$ cat src/sv/pure_pursuit_steering_defines.svh
// Assertion macros shared by the pure pursuit steering RTL.
// No dependencies; included by modules that carry assertions.
`ifndef PURE_PURSUIT_STEERING_DEFINES_SVH
`define PURE_PURSUIT_STEERING_DEFINES_SVH
`ifndef NO_ASSERTIONS
// Same-cycle implication
`define PPS_ASSERT_IMP(label, clk, rst_n, ante, cons) \
	label: assert property (@(posedge clk) disable iff (!rst_n) (ante) |-> (cons)) \
		else $error("pps: same-cycle check failed");
// Next-cycle implication
`define PPS_ASSERT_NEXT(label, clk, rst_n, ante, cons) \
	label: assert property (@(posedge clk) disable iff (!rst_n) (ante) |=> (cons)) \
		else $error("pps: next-cycle check failed");
`else
`define PPS_ASSERT_IMP(label, clk, rst_n, ante, cons)
`define PPS_ASSERT_NEXT(label, clk, rst_n, ante, cons)
`endif
`endif

$ cat src/sv/pps_pkg.sv
// Types, constants and the CORDIC arc table for the pure pursuit steering block.
// No dependencies.
package pps_pkg;

	localparam int CORDIC_STEPS = 24;
	localparam int DIV_BITS     = 16;
	localparam int D2W          = 63;   // squared distance, Q39.24
	localparam int XLW          = 38;   // vehicle-frame coordinate
	localparam int NUMW         = 62;   // division numerator
	localparam int IDXW         = 10;   // target_index width

	localparam logic signed [33:0] CORDIC_KINV  = 34'sd652032874;
	localparam logic signed [33:0] QUARTER_TURN = 34'sd1073741824;
	localparam logic signed [33:0] HALF_TURN    = 34'sd2147483648;
	localparam logic [D2W-1:0]     FAR_D2       = 63'd167772160000000000;

	typedef enum logic [1:0] {
		REG_LOOK_AHEAD = 2'd0,
		REG_GAIN       = 2'd1,
		REG_COUNT      = 2'd2
	} pps_reg_t;

	typedef struct packed {
		logic load_wp;
		logic pose_latch;
		logic cordic_init;
		logic cordic_step;
		logic scan_rd;
		logic div_init;
		logic div_check;
		logic div_step;
		logic res_load;
	} pps_cmd_t;

	typedef struct packed {
		logic pipe_busy;
	} pps_stat_t;

	// Arc tangent of 2^-i in 2^32 units per turn
	function automatic logic [29:0] pps_arc(input logic [4:0] i);
		logic [29:0] a;
		case (i)
			5'd0:  a = 30'd536870912;
			5'd1:  a = 30'd316933406;
			5'd2:  a = 30'd167458907;
			5'd3:  a = 30'd85004756;
			5'd4:  a = 30'd42667331;
			5'd5:  a = 30'd21354465;
			5'd6:  a = 30'd10679838;
			5'd7:  a = 30'd5340245;
			5'd8:  a = 30'd2670163;
			5'd9:  a = 30'd1335087;
			5'd10: a = 30'd667544;
			5'd11: a = 30'd333772;
			5'd12: a = 30'd166886;
			5'd13: a = 30'd83443;
			5'd14: a = 30'd41722;
			5'd15: a = 30'd20861;
			5'd16: a = 30'd10430;
			5'd17: a = 30'd5215;
			5'd18: a = 30'd2608;
			5'd19: a = 30'd1304;
			5'd20: a = 30'd652;
			5'd21: a = 30'd326;
			5'd22: a = 30'd163;
			5'd23: a = 30'd81;
			default: a = 30'd0;
		endcase
		return a;
	endfunction

endpackage

$ cat src/sv/pps_ctrl.sv
// Sequencer for the pure pursuit steering block: handshakes, CORDIC, scan, divide.
// Depends on pps_pkg and pure_pursuit_steering_defines.svh.
`include "pure_pursuit_steering_defines.svh"
module pps_ctrl #(
	parameter int MAX_WAYPOINTS = 1024
) (
	input  logic                             clk,
	input  logic                             arst_n,
	input  logic                             in_valid,
	output logic                             in_ready,
	input  logic                             command,
	input  logic [9:0]                       waypoint_index,
	output logic                             out_valid,
	input  logic                             out_ready,
	input  logic [10:0]                      waypoint_count,
	input  pps_pkg::pps_stat_t               stat,
	output pps_pkg::pps_cmd_t                cmd,
	output logic [4:0]                       ops_idx,
	output logic [$clog2(MAX_WAYPOINTS)-1:0] scan_addr
);

	localparam int AW = $clog2(MAX_WAYPOINTS);
	localparam int CW = $clog2(MAX_WAYPOINTS + 1);

	typedef enum logic [3:0] {
		ST_IDLE, ST_CINIT, ST_CSTEP, ST_SCAN, ST_DRAIN,
		ST_DINIT, ST_DCHECK, ST_DSTEP, ST_FINISH
	} state_t;

	state_t        state_q;
	logic [4:0]    ops_q;
	logic [CW-1:0] cnt_q;
	logic [CW-1:0] lim;
	logic          out_valid_q;
	logic          in_range;
	logic          out_free;

	// Clamp the searched count to the table depth
	assign lim = (32'(waypoint_count) > MAX_WAYPOINTS) ? CW'(MAX_WAYPOINTS)
		: CW'(waypoint_count);
	assign in_range = 32'(waypoint_index) < MAX_WAYPOINTS;
	assign out_free = !out_valid_q || out_ready;

	assign in_ready  = (state_q == ST_IDLE);
	assign out_valid = out_valid_q;
	assign ops_idx   = ops_q;
	assign scan_addr = cnt_q[AW-1:0];

	// Decode commands from state
	always_comb begin
		cmd             = '0;
		cmd.load_wp     = (state_q == ST_IDLE) && in_valid && !command && in_range;
		cmd.pose_latch  = (state_q == ST_IDLE) && in_valid && command;
		cmd.cordic_init = (state_q == ST_CINIT);
		cmd.cordic_step = (state_q == ST_CSTEP);
		cmd.scan_rd     = (state_q == ST_SCAN) && (cnt_q != lim);
		cmd.div_init    = (state_q == ST_DINIT);
		cmd.div_check   = (state_q == ST_DCHECK);
		cmd.div_step    = (state_q == ST_DSTEP);
		cmd.res_load    = (state_q == ST_FINISH) && out_free;
	end

	// Advance the sequence, hold the result word until taken
	always_ff @(posedge clk or negedge arst_n) begin
		if (!arst_n) begin
			state_q     <= ST_IDLE;
			ops_q       <= '0;
			cnt_q       <= '0;
			out_valid_q <= 1'b0;
		end else begin
			if (cmd.res_load) begin
				out_valid_q <= 1'b1;
			end else if (out_ready) begin
				out_valid_q <= 1'b0;
			end
			unique case (state_q)
				ST_IDLE: begin
					if (in_valid && command) begin
						state_q <= ST_CINIT;
					end
				end
				ST_CINIT: begin
					ops_q   <= '0;
					state_q <= ST_CSTEP;
				end
				ST_CSTEP: begin
					if (ops_q == 5'(pps_pkg::CORDIC_STEPS - 1)) begin
						cnt_q   <= '0;
						state_q <= ST_SCAN;
					end else begin
						ops_q <= ops_q + 5'd1;
					end
				end
				ST_SCAN: begin
					if (cnt_q == lim) begin
						state_q <= ST_DRAIN;
					end else begin
						cnt_q <= cnt_q + CW'(1);
					end
				end
				ST_DRAIN: begin
					if (!stat.pipe_busy) begin
						state_q <= ST_DINIT;
					end
				end
				ST_DINIT: begin
					state_q <= ST_DCHECK;
				end
				ST_DCHECK: begin
					ops_q   <= '0;
					state_q <= ST_DSTEP;
				end
				ST_DSTEP: begin
					if (ops_q == 5'(pps_pkg::DIV_BITS - 1)) begin
						state_q <= ST_FINISH;
					end else begin
						ops_q <= ops_q + 5'd1;
					end
				end
				ST_FINISH: begin
					if (out_free) begin
						state_q <= ST_IDLE;
					end
				end
				default: begin
					state_q <= ST_IDLE;
				end
			endcase
		end
	end

	`PPS_ASSERT_IMP(a_scan_in_range, clk, arst_n, cmd.scan_rd, cnt_q < lim)
	`PPS_ASSERT_NEXT(a_result_shown, clk, arst_n, cmd.res_load, out_valid_q)
	`PPS_ASSERT_IMP(a_idle_drained, clk, arst_n, state_q == ST_IDLE, !stat.pipe_busy)
	`PPS_ASSERT_NEXT(a_pose_starts, clk, arst_n, cmd.pose_latch, state_q == ST_CINIT)

endmodule

$ cat config.mk
export PLATFORM = sky130hd
export DESIGN_NAME = pps_ctrl
export DESIGN_NICKNAME = d
export VERILOG_FILES = /design/src/sv/pps_pkg.sv /design/src/sv/pps_ctrl.sv
export VERILOG_INCLUDE_DIRS = /design/src /design/src/sv
export SDC_FILE = /design/constraint.sdc
export NUM_CORES = 1
export LEC_CHECK = 0
export ABC_AREA = 1
export BUFFER_PORTS_ARGS = -buffer_cell sky130_fd_sc_hd__buf_2
export CAP_MARGIN = 5
export CORE_ASPECT_RATIO = 0.75
export CORE_MARGIN = 1
export CORE_UTILIZATION = 46
export CTS_CLUSTER_DIAMETER = 120
export DETAILED_ROUTE_END_ITERATION = 7
export HOLD_SLACK_MARGIN = 0.06
export PLACE_DENSITY = 0.74
export SLEW_MARGIN = 20
export SYNTH_ARGS = -nofsm -noshare
export SYNTH_HDL_FRONTEND = slang
export SYNTH_SLANG_ARGS = --single-unit
$ cat constraint.sdc
create_clock -name clk -period 1.91 [get_ports clk]
set_input_delay 0.382 -clock clk [delete_from_list [all_inputs] [get_ports clk]]
set_output_delay 0.382 -clock clk [all_outputs]
set_load 0.03 [all_outputs]
; After elaboration in Yosys (flattened, before gate mapping)
; Index checks and enable logic that the tools add are counted.
[classes]
add_sub_neg = 2
order_cmp = 1
n_eq_ne = 21
n_mux = 16
n_reduce_logical = 17
[ops]
columns = op, count
row1 = 4-bit case mux with 9 select lines, 1
row2 = 11-bit 2-to-1 mux, 3
row3 = 4-bit 2-to-1 mux, 6
row4 = 11-bit case mux with 2 select lines, 1
row5 = 4-bit by 3-bit equality test with 1-bit output (second input constant), 4
row6 = 5-bit case mux with 3 select lines, 1
row7 = 11-bit by 1-bit adder with 11-bit output (second input constant), 1
row8 = 11-bit equality test, 1
row9 = 11-bit greater-than comparator (second input constant), 1
row10 = 11-bit inequality test, 1
row11 = 5-bit 2-to-1 mux, 2
row12 = 2-bit inequality test (second input constant), 5
row13 = 4-bit by 2-bit equality test with 1-bit output (second input constant), 2
row14 = 2-bit by 1-bit inequality test with 1-bit output (second input constant), 4
row15 = 1-bit logical AND, 6
row16 = 3-bit AND reduction, 2
row17 = 6-bit AND reduction, 1
row18 = 5-bit by 1-bit adder with 5-bit output (second input constant), 1
row19 = 5-bit by 4-bit equality test with 1-bit output (second input constant), 1
row20 = 5-bit equality test (second input constant), 1
row21 = 4-bit by 1-bit equality test with 1-bit output (second input constant), 1
row22 = 4-bit equality test (second input constant), 1
row23 = 4-bit zero test, 1
row24 = 2-bit nonzero test, 2
row25 = other kinds (5), 7
[word_totals]
regBits = 21
output_inout_bits = 26

; Depth between registers and ports, before layout
; Gate-level depths: netlist (run 1).
[logic_depth]
depth_word = 5
mapped_depth = 15
depth_no_buf = 14

; Worst setup path after synthesis (run 1)
; OpenSTA, ideal clock, no wires.
[synth_timing]
path_type = register to register
from = register state_q[3]
to = register ops_q[3] (netlist: ops_idx[3])
setup_ns = 0.118
arrival_time_ns = 1.978
slack_ns = -0.186
path_stages_with_launch = 9
synth_period_minus_slack_ns = 2.096
cell_sequence = dfrtp_1 > or2_4 > nor3_2 > o31ai_2 > a21boi_4 > inv_2 > nor2_1 > xor2_1 > nor2_1
[synth_rtl]
columns = item, line_no
row1 = from (decl), pps_ctrl.sv:30  ; state_t state_q;
row2 = from (signal assigned), pps_ctrl.sv:66  ; state_q <= ST_IDLE;
row3 = from (signal assigned), pps_ctrl.sv:79  ; state_q <= ST_CINIT;
row4 = from (signal assigned), pps_ctrl.sv:84  ; state_q <= ST_CSTEP;
row5 = to (signal assigned), pps_ctrl.sv:91  ; ops_q <= ops_q + 5'd1;
row6 = to (signal assigned), pps_ctrl.sv:117  ; ops_q <= ops_q + 5'd1;
row7 = to (decl), pps_ctrl.sv:31  ; logic [4:0] ops_q;

==> impl_metrics.tcl, run 1 <==
set metrics [dict create \
    antenna_found_initial 0 \
    wire_per_inst_um 13.70 \
    drtAntennaViolNets 0 \
    p_leak_nw 1.247 \
    rrSetupSlack_ns 0.10 \
    crit_arrival_ns 1.89 \
    wl_um 5084 \
    nNetsFinal 352 \
    synth_area_per_cell_um2 6.630 \
    grt_max_degree 22 \
    floorplan.initialDensity_pct 49.52 \
    hp-class "in -> async" \
    viasPerCell 5.267 \
    combPwrFrac_pct 65.5 \
    synth_area_mm2 0.001684 \
    p_sw_w 0.001377 \
    antennaDiodeCount 0 \
    setup_viol 12 \
    rows 18 \
    seqPwrFrac_pct 24.0 \
    place_ws_ns -0.3169 \
    tightest_slew_ns 0.4719 \
    finClkSkew_ns 0.007131 \
    hold_ws_ns 0.06929 \
    ir_drop_mv 0.8810 \
    drt_iter0_markers 183 \
    port_buffers 42 \
    reg2reg_from "cnt_q[0]" \
    cts_tree "done" \
    crit_top_cell "nand2_1" \
    grt_first_pass_wirelength_um 6561 \
    cts_buffers 3 \
    drtPass1Iterations 5 \
    cts-root-buf "clkbuf_8" \
    status "complete, but fails checks" \
    fmax_ghz 0.4408 \
    crit_chain "buf_6 -> nor2_2 -> nand3_2 -> o21bai_4 -> buf_12 -> nand2_2 -> nand2_1 -> nand2_1 -> nor2_1 -> nand2_1 -> nor2_2 -> nand2_1 -> nand2_2 -> inv_2 -> buf_6" \
    clock_sinks 21 \
    clk_path_buf_depth 2 \
    final_hold_viol_count 0 \
    clock_latency_ns 0.26 \
    yosysUniqueCellTypes 33 \
    ys_warn_count 0 \
    p_int_w 0.001347 \
    rsz0062_at_grt "true" \
    clkPwrFrac_pct 10.5 \
    swShare_pct 50.55 \
    htree_num_levels 1 \
    drv_cap 0 \
    fillerInstances 241 \
    fp.coreArea_mm2 0.003401 \
    reg2reg_depth 11 \
    period_share_pct 118.8 \
    relSlewSlack_pct 68.54 \
    clkSlewWorstSetupHoldPaths_ns 0.08 \
    synth-seq-cells 21 \
    failed_checks "setup timing" \
    crit_path_end_kind "output port" \
    vias 1954 \
    die_h_um 54.40 \
    grt_pass1_vias 1444 \
    synth_cells 254 \
    die_x_um 71.87 \
    drive_above_1_share_pct 42.06 \
    synth_fp_nets 284 \
    cp_max_fo 5 \
    area_growth_pct 46.06 \
    cp.required_ns 1.53 \
    p_per_area_mw_per_mm2 1107 \
    dp_hpwl_um 3230 \
    maxSlewViolCount 0 \
    seq_area_frac_synth_pct 31.20 \
    grt.overflow.total 0 \
    r2r-end "cnt_q[10]" \
    place_congestion 0.8945 \
    ctsHoldBuffers 0 \
    critPathSlowestCell "o21bai_4" \
    io_pins 53 \
    final.setup.worst_slack_ns -0.3587 \
    drc 0 \
    gr-usage-all-layers_pct 21.95 \
    crit_path_start_kind "input port" \
    min_period_ns 2.269 \
    die-area_mm2 0.003909 \
    crit_type "in -> out" \
    crit_path_max_incr_delay_ns 0.24 \
]
==> Yosys cell counts (all sizes together) <==
master / number / area share, %
o21ai: 7 / 2.1
nand3b: 1 / 0.45
dfrtp: 21 / 31
nand4: 14 / 5.2
a21oi: 8 / 2.4
or2: 2 / 0.89
buf: 15 / 6.5
xnor2: 1 / 0.52
o21bai: 1 / 0.67
o21a: 1 / 0.45
ha: 3 / 2.2
a211oi: 1 / 0.45
o31ai: 2 / 1.2
clkbuf: 1 / 0.22
nand2: 74 / 16
nand3: 21 / 6.8
nor3: 13 / 4.8
nor4: 1 / 0.74
clkinv: 1 / 0.22
a21boi: 1 / 1.1
inv: 32 / 7.1
nor2: 31 / 7.2
xor2: 2 / 1.0
==> power by group through the flow <==
stage | sequential (W) | clock [W] | combinational (W)
2_1_floorplan | 0.000722 | 0 | 0.00101
3_5_place_dp | 0.000679 | 0 | 0.00145
5_1_grt | 0.000658 | 0.000319 | 0.00192
6_report | 0.000653 | 0.000287 | 0.00178
3_3_place_gp | 0.000672 | 0 | 0.00143
4_1_cts | 0.000677 | 0.000294 | 0.00148
==> kinds of logic after synthesis <==
| group | count (synthesis) | share of synthesized area, % |
|---|---|---|
| AND/OR/NAND/NOR | 157 | 42.57 |
| buffers and inverters | 49 | 14.11 |
| AO/OA/AOI/OAI | 21 | 8.321 |
| flip-flops | 21 | 31.20 |
| XOR/XNOR | 3 | 1.560 |
| adder cells (fa/ha/maj) | 3 | 2.229 |
==> worst max-delay path, delay by kind of cell <==
| kind | cells | cell delay [ns] |
|---|---|---|
| compound gates | 1 | 0.24 |
| simple gates | 10 | 0.84 |
| buf+inv | 4 | 0.42 |
==> per-layer routing <==
layer	global-route usage, %	wire length (µm)	vias up
met5	0	0	-
met4	2.614	131	0
met3	4.420	366	27
met2	35.69	2350	92
met1	31.30	2236	882
li1	-	-	953
==> how the worst max path moves through the flow <==
stage	start	to	slack (ns)	cells past startpoint
after global placement	waypoint_count[0]	cmd[4]	-0.29	15
after CTS	waypoint_count[4]	cmd[4]	-0.28	15
after floorplan	state_q[3]	ops_idx[3]	-0.01	10
after global routing	waypoint_count[3]	cmd[4]	-0.44	15
final	waypoint_count[2]	cmd[4]	-0.36	15
after detailed placement	waypoint_count[4]	cmd[4]	-0.32	15
==> timing repair <==
item / in CTS / in global routing
pin swaps: 0 / 16
resized for setup: 6 / 45
setup buffers: 0 / 6
endpoints found under the setup margin: 3 / 19
cloned: 0 / 4
==> sequential cells by signal, summed over array words and instances, names as in the netlist <==
register	cells
state_q	4
ops_idx	5
cnt_q	11
out_valid	1
==> placed cells by master, fill, tap and decap left out, drive strengths merged <==
cell	instances
o31ai	2
o21ai	7
xor2	2
clkinv	1
a21oi	8
o21a	1
nand3b	1
inv	32
ha	3
buf	74
nor4	1
xnor2	1
a21boi	1
o21bai	1
nor3	13
or2	2
clkbuf	8
dfrtp	21
nor2	31
a211oi	1
nand2	74
nand4	14
nand3	22
==> area by class of cell <==
| cell class | instances | area, µm² | share of cell area (%) |
|---|---|---|---|
| clock buffers | 4 | 45.04 | 1.831 |
| flip-flops and latches | 21 | 531.8 | 21.62 |
| multi-input cells | 185 | 1107 | 45.02 |
| well taps | 50 | 62.56 | 2.543 |
| inverters | 33 | 123.9 | 5.036 |
| repair buffers | 78 | 589.3 | 23.96 |
==> per-stage QoR <==
| step | util [%] | cells | power [W] | instance area, µm² | TNS (ns) |
|---|---|---|---|---|---|
| final | 72.33 | 371 | 0.002723 | 2460 | -0.7607 |
| after global routing | 72.33 | 371 | 0.002897 | 2460 | -1.911 |
| after CTS | 63.47 | 361 | 0.002449 | 2158 | -0.2829 |
| after detailed placement | 61.63 | 357 | 0.002129 | 2096 | -3.183 |
| after global placement | 61.63 | 357 | 0.002102 | 2096 | -2.654 |
| after floorplan | - | 254 | 0.001727 | 1722 | -0.009608 |
Power figures use the tool's default switching activity.
==> run 2, diff against run 1 <==
--- a/config.mk
+++ b/config.mk
@@ -16,6 +16,7 @@
 export DETAILED_ROUTE_END_ITERATION = 7
 export HOLD_SLACK_MARGIN = 0.06
 export PLACE_DENSITY = 0.74
+export SETUP_SLACK_MARGIN = 0.2
 export SLEW_MARGIN = 20
 export SYNTH_ARGS = -nofsm -noshare
 export SYNTH_HDL_FRONTEND = slang
==> impl_metrics.tcl, run 2 (synthesis gave the netlist of run 1 again) <==
set metrics [dict create \
    dp_hpwl_um 3197 \
    antennaDiodeCount 0 \
    grt.overflow.total 0 \
    hold_ws_ns 0.07213 \
    crit_chain "buf_6 -> nor2_4 -> nand3_2 -> o21bai_4 -> buf_6 -> buf_12 -> nand2_2 -> nand2_2 -> nand2_2 -> nor2_2 -> nand2_1 -> nor2_2 -> nand2_2 -> nand2_4 -> inv_4 -> buf_6" \
    period_share_pct 123.7 \
    combPwrFrac_pct 72.5 \
    place_area_mm2 0.002101 \
    port_buffers 42 \
    critPathSlowestCell "o21bai_4" \
    largest-register "cnt_q" \
    wl_um 7327 \
    place_congestion 0.8538 \
    cts_buffers 3 \
    final_util_pct 83.44 \
    grt_max_degree 22 \
    fp.coreArea_mm2 0.003401 \
    antenna_found_initial 0 \
    nNetsFinal 371 \
    drt_iter0_markers 298 \
    die_h_um 54.40 \
    design_area_mm2 0.002838 \
    viasPerCell 6.031 \
    ctsHoldBuffers 0 \
    drive_above_1_share_pct 51.18 \
    crit_path_max_incr_delay_ns 0.19 \
    rsz0062_at_grt "true" \
    die_x_um 71.87 \
    final_hold_viol_count 0 \
    htree_num_levels 1 \
    largest_register_ffs 11 \
    floorplan.initialDensity_pct 49.52 \
    maxSlewViolCount 0 \
    crit_arrival_ns 1.98 \
    drc 0 \
    ir_drop_mv 1.122 \
    drtAntennaViolNets 0 \
    p_sw_w 0.001764 \
    wire_per_inst_um 18.79 \
    cts-root-buf "clkbuf_8" \
    io_pins 53 \
    fmax_ghz 0.4233 \
    p_int_w 0.001719 \
    vias 2352 \
    clkPwrFrac_pct 8.5 \
    r2r-end "cnt_q[10]" \
    crit_top_cell "nand2_2" \
    grt_first_pass_wirelength_um 8286 \
    rrSetupSlack_ns -0.26 \
    swShare_pct 50.64 \
    grt_pass1_vias 1842 \
    cts_tree "done" \
    die-area_mm2 0.003909 \
    cp.required_ns 1.53 \
    p_leak_nw 1.392 \
    clk_path_buf_depth 2 \
    cp_max_fo 5 \
    min_period_ns 2.363 \
    rows 18 \
    clock_sinks 21 \
    tightest_slew_ns 0.4835 \
    clkSlewWorstSetupHoldPaths_ns 0.08 \
    crit_path_end_kind "output port" \
    hp-class "in -> async" \
    crit_path_start_kind "input port" \
    finClkSkew_ns 0.001295 \
    relSlewSlack_pct 67.77 \
    cp_num_buf_inv 5 \
    power_w 0.003484 \
    drv_cap 0 \
    p_per_area_mw_per_mm2 1228 \
    gr-usage-all-layers_pct 27.56 \
    status "complete, but fails checks" \
    seqPwrFrac_pct 19.0 \
    reg2reg_depth 11 \
    final.setup.worst_slack_ns -0.4526 \
    area_growth_pct 68.50 \
    crit_type "in -> out" \
    critPathTopFamily "simple AND/OR/NAND/NOR gates" \
    setup_tns_ns -4.166 \
    drtPass1Iterations 6 \
    reg2reg_from "cnt_q[0]" \
    layout_commonest_cell "nand2_1" \
    setup_viol 18 \
    final_cell_mix "nand2_1, buf_4, buf_2" \
    failed_checks "setup timing" \
    clock_latency_ns 0.26 \
]
run 2: cell types whose count changed in the layout (fill, tap and decap cells not counted), sizes merged:
cell | previous run | this run
buf | 74 | 97
clkbuf | 8 | 4
run 2: what timing repair did:
| action | in CTS | in global routing |
|---|---|---|
| pin swaps | 13 | 27 |
| setup endpoints to repair | 26 | 28 |
| gates resized for setup | 63 | 46 |
| buffers inserted | 17 | 10 |
| gates cloned | 2 | 1 |
run 2: worst max-delay path by stage:
| stage | startpoint | to | slack [ns] | cells past startpoint |
|---|---|---|---|---|
| floorplan | state_q[3] | ops_idx[3] | -0.004 | 8 |
| global placement | waypoint_count[0] | cmd[4] | -0.33 | 15 |
| detailed placement | waypoint_count[4] | cmd[4] | -0.35 | 15 |
| CTS | waypoint_count[4] | cmd[4] | -0.29 | 16 |
| global route | waypoint_count[3] | cmd[4] | -0.57 | 16 |
| finish | waypoint_count[4] | cmd[4] | -0.45 | 16 |
run 2: power groups by stage:
stage	Sequential, W	Combinational [W]	Clock, W
after CTS	0.000646	0.00202	0.000288
after detailed placement	0.000678	0.00147	0
after global routing	0.000668	0.00264	0.000318
after global placement	0.000672	0.00145	0
after floorplan	0.000722	0.00104	0
final	0.000663	0.00253	0.000295
run 2: routing by layer:
metal / part of all wire, % / vias up / wire length, µm / track usage (%)
met5: 0 / - / 0 / 0
met4: 5.2 / 0 / 379 / 4.575
met3: 11 / 55 / 772 / 4.420
met2: 46 / 217 / 3360 / 47.48
met1: 38 / 1087 / 2814 / 37.68
li1: - / 993 / - / -
run 2: metrics by stage:
stage,setup slack [ns],std cells
floorplan,-0.003583,254
global placement,-0.3317,356
detailed placement,-0.3478,356
CTS,-0.2931,379
global route,-0.5696,390
finish,-0.4526,390
run 2: final cells by class:
| cell class | count | area, µm² |
|---|---|---|
| multi-input cells | 185 | 1246 |
| repair buffers | 97 | 817.0 |
| fillers | 173 | 563.0 |
| flip-flops and latches | 21 | 530.5 |
| inverters | 33 | 136.4 |
| well taps | 50 | 62.56 |
| clock buffers | 4 | 45.04 |
run 2: worst reg2reg max path, delay by kind of cell, from the launching register on:
family / cells / cell delay [ns]
buf+inv: 1 / 0.12
simple gates: 8 / 1.08
flops: 1 / 0.50
fa+ha+maj: 1 / 0.25
compound gates: 1 / 0.16
==> run 3, diff against run 2 <==
--- a/config.mk
+++ b/config.mk
@@ -14,6 +14,7 @@
 export CORE_UTILIZATION = 46
 export CTS_CLUSTER_DIAMETER = 120
 export DETAILED_ROUTE_END_ITERATION = 7
+export GPL_TIMING_DRIVEN = 0
 export HOLD_SLACK_MARGIN = 0.06
 export PLACE_DENSITY = 0.74
 export SETUP_SLACK_MARGIN = 0.2
==> impl_metrics.tcl, run 3 (synthesis gave the netlist of run 1 again) <==
set metrics [dict create \
    place_ws_ns -0.3805 \
    die_x_um 71.87 \
    die_h_um 54.40 \
    critPathTopFamily "simple AND/OR/NAND/NOR gates" \
    drtPass1Iterations 6 \
    ir_drop_mv 1.151 \
    grt_pass1_vias 1855 \
    rsz0062_at_grt "true" \
    cp_max_fo 10 \
    largest_register_ffs 11 \
    clock_sinks 21 \
    gr-usage-all-layers_pct 31.12 \
    cts_tree "done" \
    failed_checks "setup timing" \
    port_buffers 42 \
    clkSlewWorstSetupHoldPaths_ns 0.09 \
    final_util_pct 85.06 \
    crit_path_max_incr_delay_ns 0.20 \
    viasPerCell 6.000 \
    cts-root-buf "clkbuf_8" \
    drt_iter0_markers 386 \
    stdcell_count 394 \
    period_share_pct 119.9 \
    seqPwrFrac_pct 16.7 \
    relSlewSlack_pct 64.13 \
    rows 18 \
    dp_hpwl_um 3131 \
    vias 2364 \
    drtAntennaViolNets 0 \
    grt_first_pass_wirelength_um 9052 \
    crit_type "in -> out" \
    critPathSlowestCell "nor2_2" \
    nNetsFinal 375 \
    seq_area_um2 533.0 \
    fillerInstances 170 \
    place_congestion 0.8477 \
    clk_path_buf_depth 2 \
    place_area_mm2 0.002012 \
    final_cell_mix "nand2_1, buf_4, buf_6" \
    area_growth_pct 71.77 \
    clkPwrFrac_pct 8.2 \
    cp_num_buf_inv 4 \
    ctsHoldBuffers 0 \
    io_pins 53 \
    antennaDiodeCount 0 \
    cts_buffers 3 \
    drive_above_1_share_pct 52.33 \
    cp.required_ns 1.53 \
    crit_top_cell "buf_6" \
    fmax_ghz 0.4367 \
    dp_cells 346 \
    floorplan.initialDensity_pct 49.52 \
    p_int_w 0.002003 \
    final.setup.worst_slack_ns -0.3801 \
    wl_um 7370 \
    grt_max_degree 22 \
    p_leak_nw 1.435 \
    grt.overflow.total 0 \
    finClkSkew_ns 0.01009 \
    drc 0 \
    maxSlewViolCount 0 \
    htree_num_levels 1 \
    crit_arrival_ns 1.91 \
    status "complete, but fails checks" \
    die-area_mm2 0.003909 \
    crit_chain "buf_6 -> nor2_4 -> nand3_2 -> o21bai_4 -> buf_6 -> nand2_1 -> nand2_1 -> nand4_1 -> nor2_2 -> nand2_2 -> nand2_4 -> inv_4 -> buf_6" \
    min_period_ns 2.290 \
    swShare_pct 49.37 \
    p_sw_w 0.001953 \
    hp-class "in -> async" \
    crit_path_end_kind "output port" \
    hold_ws_ns 0.07644 \
    fp.coreArea_mm2 0.003401 \
    largest-register "cnt_q" \
    tightest_slew_ns 0.5380 \
    drv_cap 0 \
    p_per_area_mw_per_mm2 1367 \
    combPwrFrac_pct 75.2 \
    final_hold_viol_count 0 \
    design_area_mm2 0.002893 \
    setup_viol 21 \
    antenna_found_initial 0 \
    clock_latency_ns 0.28 \
    wire_per_inst_um 18.71 \
    layout_commonest_cell "nand2_1" \
    crit_path_start_kind "input port" \
    multiInputGateArea_mm2 0.001244 \
]
-- run 3: area by class of cell --
cell class	instances	share of cell area (%)
buffer	16	5.277
timing repair buffer	86	24.78
clock buffer	4	1.557
sequential	21	18.43
tap	50	2.163
multi-input combinational	184	42.99
inverter	33	4.801
-- run 3: routing by layer --
layer	wire (µm)	vias up	global-route usage [%]
met4	522	0	12.75
met2	3239	240	53.62
met1	2637	1055	39.23
li1	-	990	-
met3	970	79	6.077
met5	0	-	0
-- run 3: per-stage QoR --
| stage | power (W) | TNS [ns] |
|---|---|---|
| floorplan | 0.001757 | -0.003583 |
| global placement | 0.002066 | -2.347 |
| detailed placement | 0.002095 | -2.509 |
| CTS | 0.003173 | -0.3059 |
| global route | 0.004054 | -3.108 |
| finish | 0.003955 | -2.028 |
-- run 3: worst paths after layout --
check,from,endpoint,slack (ns),cells past startpoint
setup / recovery,waypoint_count[5],cmd[4],-0.38,13
hold / removal,arst_n,state_q[2],0.08,1
setup reg to reg,state_q[2],ops_idx[3],-0.12,11
hold reg to reg,cnt_q[10],cnt_q[10],0.54,2
max in group asynchronous,arst_n,ops_idx[0],1.44,1
min in group clk,out_ready,out_valid,0.46,4
-- run 3: worst reg2reg max path: cells and delay by family (launching register included) --
kind                      cells  cell delay [ns]
and+or+nand+nor               6             0.84
DFF                           1             0.41
buffers and inverters         3             0.32
AOI/OAI and AO/OA             1             0.19
xor gates and xnor gates      1             0.16
-- run 3: power groups by stage --
stage | Sequential, W | Clock, W | Combinational, W
2_1_floorplan | 0.000722 | 0 | 0.00104
5_1_grt | 0.000663 | 0.000335 | 0.00306
3_3_place_gp | 0.000677 | 0 | 0.00139
3_5_place_dp | 0.000679 | 0 | 0.00142
6_report | 0.000660 | 0.000323 | 0.00297
4_1_cts | 0.000646 | 0.000303 | 0.00222
-- run 3: what timing repair did --
| action | CTS | global route |
|---|---|---|
| pin swaps | 22 | 29 |
| cloned | 3 | 0 |
| endpoints found under the setup margin | 25 | 29 |
| resized for setup | 85 | 45 |
| setup buffers | 19 | 22 |
